File: src/rtl/dfr_pkg.sv
// Shared types, constants and the byte-wide CRC-16 update for the frame deframer.
package dfr_pkg;

    localparam int          SYNC_COUNT_DEF = 3;
    localparam int          RUN_W          = 2;
    localparam logic [7:0]  SYNC_BYTE_RST  = 8'd62;
    localparam logic [15:0] CRC_INIT       = 16'hFFFF;
    localparam logic [15:0] CRC_POLY       = 16'h1021;

    // Parse phase, one-hot
    typedef enum logic [7:0] {
        PH_HUNT    = 8'b0000_0001,
        PH_TOPIC   = 8'b0000_0010,
        PH_SEQ     = 8'b0000_0100,
        PH_LEN_HI  = 8'b0000_1000,
        PH_LEN_LO  = 8'b0001_0000,
        PH_CRC_HI  = 8'b0010_0000,
        PH_CRC_LO  = 8'b0100_0000,
        PH_PAYLOAD = 8'b1000_0000
    } phase_t;

    // One result item plus a flag saying whether the byte produced one
    typedef struct packed {
        logic        has_result;
        logic [7:0]  payload_byte;
        logic        byte_valid;
        logic        frame_end;
        logic        crc_ok;
        logic [7:0]  topic;
        logic [15:0] frame_len;
    } result_t;

    // CRC-16/CCITT-FALSE, one byte, MSB first
    function automatic logic [15:0] crc16_byte(input logic [15:0] crc, input logic [7:0] b);
        logic [15:0] c;
        c = crc ^ {b, 8'h00};
        for (int k = 0; k < 8; k++) begin
            if (c[15]) begin
                c = {c[14:0], 1'b0} ^ CRC_POLY;
            end else begin
                c = {c[14:0], 1'b0};
            end
        end
        return c;
    endfunction

endpackage

File: src/rtl/dfr_parser.sv
// Frame parse state machine: sync hunt, header capture, payload CRC and result build.
module dfr_parser
    import dfr_pkg::*;
#(
    parameter int SYNC_COUNT = SYNC_COUNT_DEF
) (
    input  logic       aclk,
    input  logic       aresetn,
    input  logic       step,
    input  logic [7:0] rx_byte,
    input  logic [7:0] sync_byte,
    output result_t    result
);

    localparam logic [RUN_W:0] SYNC_NEED = (RUN_W + 1)'(SYNC_COUNT);

    phase_t      phase_reg, phase_next;
    logic [RUN_W-1:0] run_reg, run_next;
    logic [7:0]  topic_reg, topic_next;
    logic [15:0] length_reg, length_next;
    logic [15:0] left_reg, left_next;
    logic [15:0] exp_crc_reg, exp_crc_next;
    logic [15:0] crc_reg, crc_next;

    logic [15:0] crc_upd;
    logic [15:0] left_dec;
    logic [15:0] exp_full;
    logic [RUN_W:0] run_inc;

    assign crc_upd  = crc16_byte(crc_reg, rx_byte);
    assign left_dec = left_reg - 16'd1;
    assign exp_full = {exp_crc_reg[15:8], rx_byte};
    assign run_inc  = {1'b0, run_reg} + {{RUN_W{1'b0}}, 1'b1};

    // Decode the current byte against the parse phase
    always_comb begin
        phase_next   = phase_reg;
        run_next     = run_reg;
        topic_next   = topic_reg;
        length_next  = length_reg;
        left_next    = left_reg;
        exp_crc_next = exp_crc_reg;
        crc_next     = crc_reg;

        result           = '0;
        result.topic     = topic_reg;
        result.frame_len = length_reg;

        case (phase_reg)
            PH_HUNT: begin
                if (rx_byte == sync_byte) begin
                    if (run_inc >= SYNC_NEED) begin
                        run_next   = '0;
                        phase_next = PH_TOPIC;
                    end else begin
                        run_next = run_inc[RUN_W-1:0];
                    end
                end else begin
                    run_next = '0;
                end
            end
            PH_TOPIC: begin
                topic_next = rx_byte;
                phase_next = PH_SEQ;
            end
            PH_SEQ: begin
                phase_next = PH_LEN_HI;
            end
            PH_LEN_HI: begin
                length_next = {rx_byte, 8'h00};
                phase_next  = PH_LEN_LO;
            end
            PH_LEN_LO: begin
                length_next = {length_reg[15:8], rx_byte};
                phase_next  = PH_CRC_HI;
            end
            PH_CRC_HI: begin
                exp_crc_next = {rx_byte, 8'h00};
                phase_next   = PH_CRC_LO;
            end
            PH_CRC_LO: begin
                exp_crc_next = exp_full;
                crc_next     = CRC_INIT;
                left_next    = length_reg;
                if (length_reg == 16'd0) begin
                    // Empty payload: end the frame here
                    result.has_result = 1'b1;
                    result.frame_end  = 1'b1;
                    result.crc_ok     = (exp_full == CRC_INIT);
                    phase_next        = PH_HUNT;
                    run_next          = '0;
                end else begin
                    phase_next = PH_PAYLOAD;
                end
            end
            PH_PAYLOAD: begin
                crc_next            = crc_upd;
                left_next           = left_dec;
                result.has_result   = 1'b1;
                result.payload_byte = rx_byte;
                result.byte_valid   = 1'b1;
                if (left_dec == 16'd0) begin
                    result.frame_end = 1'b1;
                    result.crc_ok    = (exp_crc_reg == crc_upd);
                    phase_next       = PH_HUNT;
                    run_next         = '0;
                end
            end
            default: begin
                phase_next = PH_HUNT;
                run_next   = '0;
            end
        endcase
    end

    // Advance the parse state once per processed byte
    always_ff @(posedge aclk) begin
        if (!aresetn) begin
            phase_reg   <= PH_HUNT;
            run_reg     <= '0;
            topic_reg   <= '0;
            length_reg  <= '0;
            left_reg    <= '0;
            exp_crc_reg <= '0;
            crc_reg     <= CRC_INIT;
        end else if (step) begin
            phase_reg   <= phase_next;
            run_reg     <= run_next;
            topic_reg   <= topic_next;
            length_reg  <= length_next;
            left_reg    <= left_next;
            exp_crc_reg <= exp_crc_next;
            crc_reg     <= crc_next;
        end
    end

endmodule

File: src/rtl/sync_length_crc16_frame_deframer_unit.sv
// Top level of the sync/length/CRC-16 frame deframer: input register, parser, result register.
// Path: an accepted byte waits in the input register until the parser can process it;
// any result it produces is then written to the result register and offered on the m_ side.
// Throughput: one byte per cycle while the result register is free or draining; the byte-wide
// CRC update and parse decode sit in one combinational pass between input and result register.
// Reset (synchronous, active low): hunting for sync, CRC at 0xFFFF, sync byte 62, both
// registers empty.
module sync_length_crc16_frame_deframer_unit
    import dfr_pkg::*;
#(
    parameter int SYNC_COUNT = SYNC_COUNT_DEF
) (
    input  logic        aclk,
    input  logic        aresetn,
    // configuration
    input  logic        cfg_we,
    input  logic [7:0]  cfg_wdata,
    // byte request in
    input  logic        s_valid,
    output logic        s_ready,
    input  logic [7:0]  s_rx_byte,
    // result request out
    output logic        m_valid,
    input  logic        m_ready,
    output logic [7:0]  m_payload_byte,
    output logic        m_byte_valid,
    output logic        m_frame_end,
    output logic        m_crc_ok,
    output logic [7:0]  m_topic,
    output logic [15:0] m_frame_len
);

    logic [7:0] sync_byte_reg;
    logic       in_valid_reg;
    logic [7:0] in_byte_reg;
    logic       out_valid_reg;
    result_t    out_reg;
    result_t    res;
    logic       out_free;
    logic       step;

    // Hold the sync byte register
    always_ff @(posedge aclk) begin
        if (!aresetn) begin
            sync_byte_reg <= SYNC_BYTE_RST;
        end else if (cfg_we) begin
            sync_byte_reg <= cfg_wdata;
        end
    end

    dfr_parser #(
        .SYNC_COUNT(SYNC_COUNT)
    ) u_parser (
        .aclk     (aclk),
        .aresetn  (aresetn),
        .step     (step),
        .rx_byte  (in_byte_reg),
        .sync_byte(sync_byte_reg),
        .result   (res)
    );

    // Process the held byte when its result, if any, has a free slot
    assign out_free = !out_valid_reg || m_ready;
    assign step     = in_valid_reg && (!res.has_result || out_free);
    assign s_ready  = !in_valid_reg || step;

    // Capture the incoming request
    always_ff @(posedge aclk) begin
        if (!aresetn) begin
            in_valid_reg <= 1'b0;
        end else if (s_ready) begin
            in_valid_reg <= s_valid;
        end
    end

    always_ff @(posedge aclk) begin
        if (s_valid && s_ready) begin
            in_byte_reg <= s_rx_byte;
        end
    end

    // Load or drain the result register
    always_ff @(posedge aclk) begin
        if (!aresetn) begin
            out_valid_reg <= 1'b0;
        end else if (out_free) begin
            out_valid_reg <= step && res.has_result;
        end
    end

    always_ff @(posedge aclk) begin
        if (out_free && step && res.has_result) begin
            out_reg <= res;
        end
    end

    assign m_valid        = out_valid_reg;
    assign m_payload_byte = out_reg.payload_byte;
    assign m_byte_valid   = out_reg.byte_valid;
    assign m_frame_end    = out_reg.frame_end;
    assign m_crc_ok       = out_reg.crc_ok;
    assign m_topic        = out_reg.topic;
    assign m_frame_len    = out_reg.frame_len;

endmodule
File: config.mk
export PLATFORM = sky130hd
export DESIGN_NAME = sync_length_crc16_frame_deframer_unit
export DESIGN_NICKNAME = d
export VERILOG_FILES = /design/src/rtl/dfr_pkg.sv /design/src/rtl/dfr_parser.sv /design/src/rtl/sync_length_crc16_frame_deframer_unit.sv
export SDC_FILE = /design/constraint.sdc
export NUM_CORES = 1
export LEC_CHECK = 0
export BUFFER_PORTS_ARGS = -buffer_cell sky130_fd_sc_hd__buf_2
export CAP_MARGIN = 15
export CORE_ASPECT_RATIO = 1.75
export CORE_MARGIN = 2
export CORE_UTILIZATION = 59
export DETAILED_ROUTE_END_ITERATION = 10
export PLACE_DENSITY = 0.88
export SETUP_SLACK_MARGIN = 0.15
export SYNTH_ARGS = -nofsm -noshare
export SYNTH_HDL_FRONTEND = slang
export SYNTH_SLANG_ARGS = --single-unit
File: constraint.sdc
create_clock -name aclk -period 3.65 [get_ports aclk]
set_input_delay 0.1825 -clock aclk [delete_from_list [all_inputs] [get_ports aclk]]
set_output_delay 0.1825 -clock aclk [all_outputs]
set_load 0.03 [all_outputs]
==> flow_summary.rst <==
.. list-table::
   :header-rows: 1

   * - Metric
     - Value
   * - DRC marker count from the first detailed-route iteration
     - 581
   * - First-pass GRT wire length
     - 26200 microns
   * - Most frequent cells in the layout
     - dfxtp_1 (92), nor2_1 (80), nand2_1 (57), buf_2 (57), edfxtp_1 (43)
   * - Share of the cycle needed by the critical path after routing
     - 83.1%
   * - Final number of hold-violating endpoints
     - 0
   * - GR Overflow Total
     - 0
   * - Outcome
     - complete, but fails checks
   * - Detail-routed net length per standard cell
     - 20.6 microns
   * - Number of nets produced by synthesis
     - 644
   * - Portion of the post-synthesis area used by sequential elements
     - 51.4%
   * - Endpoint required time on the critical path
     - 3.90 ns
   * - Die Area
     - 11200 sq um
   * - Most used DFF post-synth
     - dfxtp_1
   * - Final cell count without fillers
     - 817
   * - Post-CTS sizing
     - 0
   * - Maximum number of pins on one net before global-route repair
     - 65
   * - Number of failing setup endpoints in the final timing report
     - 0
   * - Violations in the final reports
     - design-rule violations
   * - CTS H-Tree Depth
     - 4
   * - Final estimated routing congestion in global placement
     - 1.02
   * - Synthesized instance count
     - 621
   * - VDD IR-drop max
     - 0.000427 V
   * - Deepest clock path buffer count
     - 2
   * - Clock root buffer master
     - clkbuf_16
   * - Count of boundary I/O pins
     - 58
   * - RSZ-0062 raised after global routing
     - no
   * - Final Critical Period
     - 3.03 ns
   * - Number of warnings issued by yosys
     - 0
   * - Cell-by-cell listing of the critical path
     - inv_1 > ha_1 > nor3b_1 > xor2_1 > nor4b_1 > nand4_2 > o41a_1 > o21ai_0 > a21oi_1
   * - Standard-cell row count
     - 49
   * - Fraction of final layout cells sized beyond drive strength 1
     - 15.8%
   * - Most common cell after layout, fill and taps aside
     - dfxtp_1
   * - Starting density of the core
     - 59.9%
   * - Async SR Flop Fraction
     - 0%
   * - Synthesized area
     - 6100 sq um
   * - Cells after DPL
     - 771
   * - Initial antenna violation count
     - 0
   * - Setup total negative slack
     - 0 ns
   * - Global-route total usage across every layer
     - 30.9%
   * - Count of max-cap constraint violations
     - 0
   * - Kind of end point of the critical path
     - register
   * - Placed wire-length estimate
     - 10800 microns
   * - Startpoint type of the worst setup path
     - register
   * - DP Area
     - 6410 sq um
   * - Number of different library cells in the post-synthesis netlist
     - 63
   * - Die X
     - 80.9 microns
   * - Clock tree from TritonCTS
     - built
   * - First-pass iteration count of the detailed router
     - 9
   * - Vert. Die Dim
     - 139 microns
   * - CP Max Fanout
     - 13
   * - Synth-to-layout area growth
     - 16.2%
   * - Buffers inserted by post-CTS timing repair
     - 0
   * - Static Leakage
     - 2.79 nW
   * - Number of global-route vias before repair
     - 5288
   * - Remaining antenna violation count after routing
     - 0
   * - Number of pins with negative max-slew slack in the final report
     - 0
   * - Via count
     - 5407
   * - Post-synthesis average cell area
     - 9.82 sq um
   * - Area of the core
     - 10200 sq um
   * - Data arrival time of the worst path
     - 3.28 ns
   * - I/O Buffers
     - 57
   * - Clk slew on worst S/H paths
     - 0.06 ns
   * - Final antenna diode count
     - 0
   * - Max incr delay on CP
     - 0.57 ns
   * - Crit Path Category
     - reg -> reg
   * - Clock buffers created by TritonCTS
     - 17
   * - Count of flip-flops with a built-in enable after synthesis
     - 43
   * - Hold-fix buffer count after cts
     - 14
   * - Actual slew at the worst max-slew pin
     - 1.14 ns
   * - Register bit total from synthesis
     - 135
   * - Final worst clock skew
     - 0.0117 ns
   * - Sum of routed wire length over all layers
     - 16800 microns
   * - CP max stage cell
     - o41a_1
   * - Fmax
     - 0.330 GHz
   * - Routed vias/inst
     - 6.62
   * - Relative max-transition margin
     - 23.9%
   * - Power density of the placed cells
     - 464 nW/um^2
   * - Class of the most critical hold timing path
     - in -> reg
   * - Number of nets in the finished design
     - 700
   * - Clock sinks
     - 135
   * - Residual DRC
     - 1
   * - Clock latency on the worst-skew pair
     - 0.43 ns
   * - Post-Layout Inst Area
     - 7090 sq um
[stage by stage]
stage | worst slack (ns) | power [mW] | util [%] | hold WS (ns)
2_1_floorplan | 0.414 | 1.69 | - | 0.281
3_3_place_gp | 0.926 | 1.74 | 63.0 | 0.361
3_5_place_dp | 0.752 | 1.74 | 63.0 | 0.362
4_1_cts | 0.697 | 3.28 | 69.6 | 0.0176
5_1_grt | 0.373 | 3.36 | 69.6 | 0.0477
6_report | 0.618 | 3.29 | 69.6 | 0.0182
[where the power goes]
part           internal [mW]  switching [mW]
Combinational         0.0601          0.0883
Clock                  0.893           0.671
Sequential              1.56          0.0232
[worst paths after layout]
check,from,endpoint,slack [ns],cells after the start
max,u_parser.left_reg[1]$_SDFFE_PN0P_,u_parser.phase_reg[7]$_SDFFE_PN0P_,0.62,9
min,cfg_wdata[7],sync_byte_reg[7]$_SDFFE_PN0P_,0.02,3
max reg2reg,u_parser.left_reg[1]$_SDFFE_PN0P_,u_parser.phase_reg[7]$_SDFFE_PN0P_,0.62,9
min reg2reg,u_parser.topic_reg[3]$_SDFFE_PN0P_,m_topic[3]$_DFFE_PP_,0.44,0
[synth_stat cells, drive strengths merged, types with 4 or more instances]
| cell type | number | share of area (%) |
|---|---|---|
| xnor2 | 19 | 2.7 |
| buf | 13 | 1.5 |
| clkbuf | 29 | 1.8 |
| o31ai | 4 | 0.49 |
| edfxtp | 43 | 21 |
| o22ai | 18 | 1.8 |
| xor2 | 29 | 4.2 |
| and2 | 8 | 0.82 |
| nor2 | 82 | 5.1 |
| nand4 | 9 | 1.0 |
| inv | 8 | 0.49 |
| o21ai | 19 | 1.6 |
| nand3 | 11 | 0.90 |
| nor4 | 12 | 1.3 |
| a22oi | 20 | 2.5 |
| mux2i | 35 | 5.7 |
| nand2 | 57 | 3.5 |
| nor3 | 15 | 1.3 |
| dfxtp | 92 | 30 |
| a21oi | 24 | 2.0 |
| o41ai | 4 | 0.70 |
| nand3b | 9 | 1.1 |
| or4 | 6 | 0.74 |
| a31oi | 5 | 0.51 |
[layout make-up]
| type | instances | area (sq um) |
|---|---|---|
| Sequential cell | 135 | 3130 |
| Fill cell | 698 | 3090 |
| Multi-Input combinational cell | 436 | 2740 |
| Timing Repair Buffer | 79 | 485 |
| Clock buffer | 20 | 447 |
| Tap cell | 127 | 159 |
| Clock inverter | 12 | 92.6 |
| Inverter | 8 | 30.0 |
[cells by family after synthesis]
kind of cell,share of synthesized area (%)
AO/OA/AOI/OAI,12.9
XOR/XNOR,6.89
adder cells (fa/ha/maj),0.410
buffers and inverters,3.84
flip-flops,51.4
multiplexers,5.74
AND/OR/NAND/NOR,18.9
[critical path, delay by kind of cell, from the launching register on]
| kind | cells | cell delay [ns] |
|---|---|---|
| buffers and inverters | 1 | 0.11 |
| flip-flops | 1 | 0.38 |
| XOR/XNOR | 1 | 0.12 |
| adder cells (fa/ha/maj) | 1 | 0.44 |
| AND/OR/NAND/NOR | 3 | 0.91 |
| AO/OA/AOI/OAI | 3 | 0.90 |
[layer usage]
| layer | vias to the layer above | GRT usage [%] | share of wire, % |
|---|---|---|---|
| met5 | - | 0 | 0 |
| met4 | 0 | 20.2 | 7.0 |
| met2 | 384 | 53.2 | 52 |
| met3 | 117 | 6.92 | 7.4 |
| li1 | 2356 | - | - |
| met1 | 2550 | 32.8 | 34 |
Power figures use the tool's default switching activity.
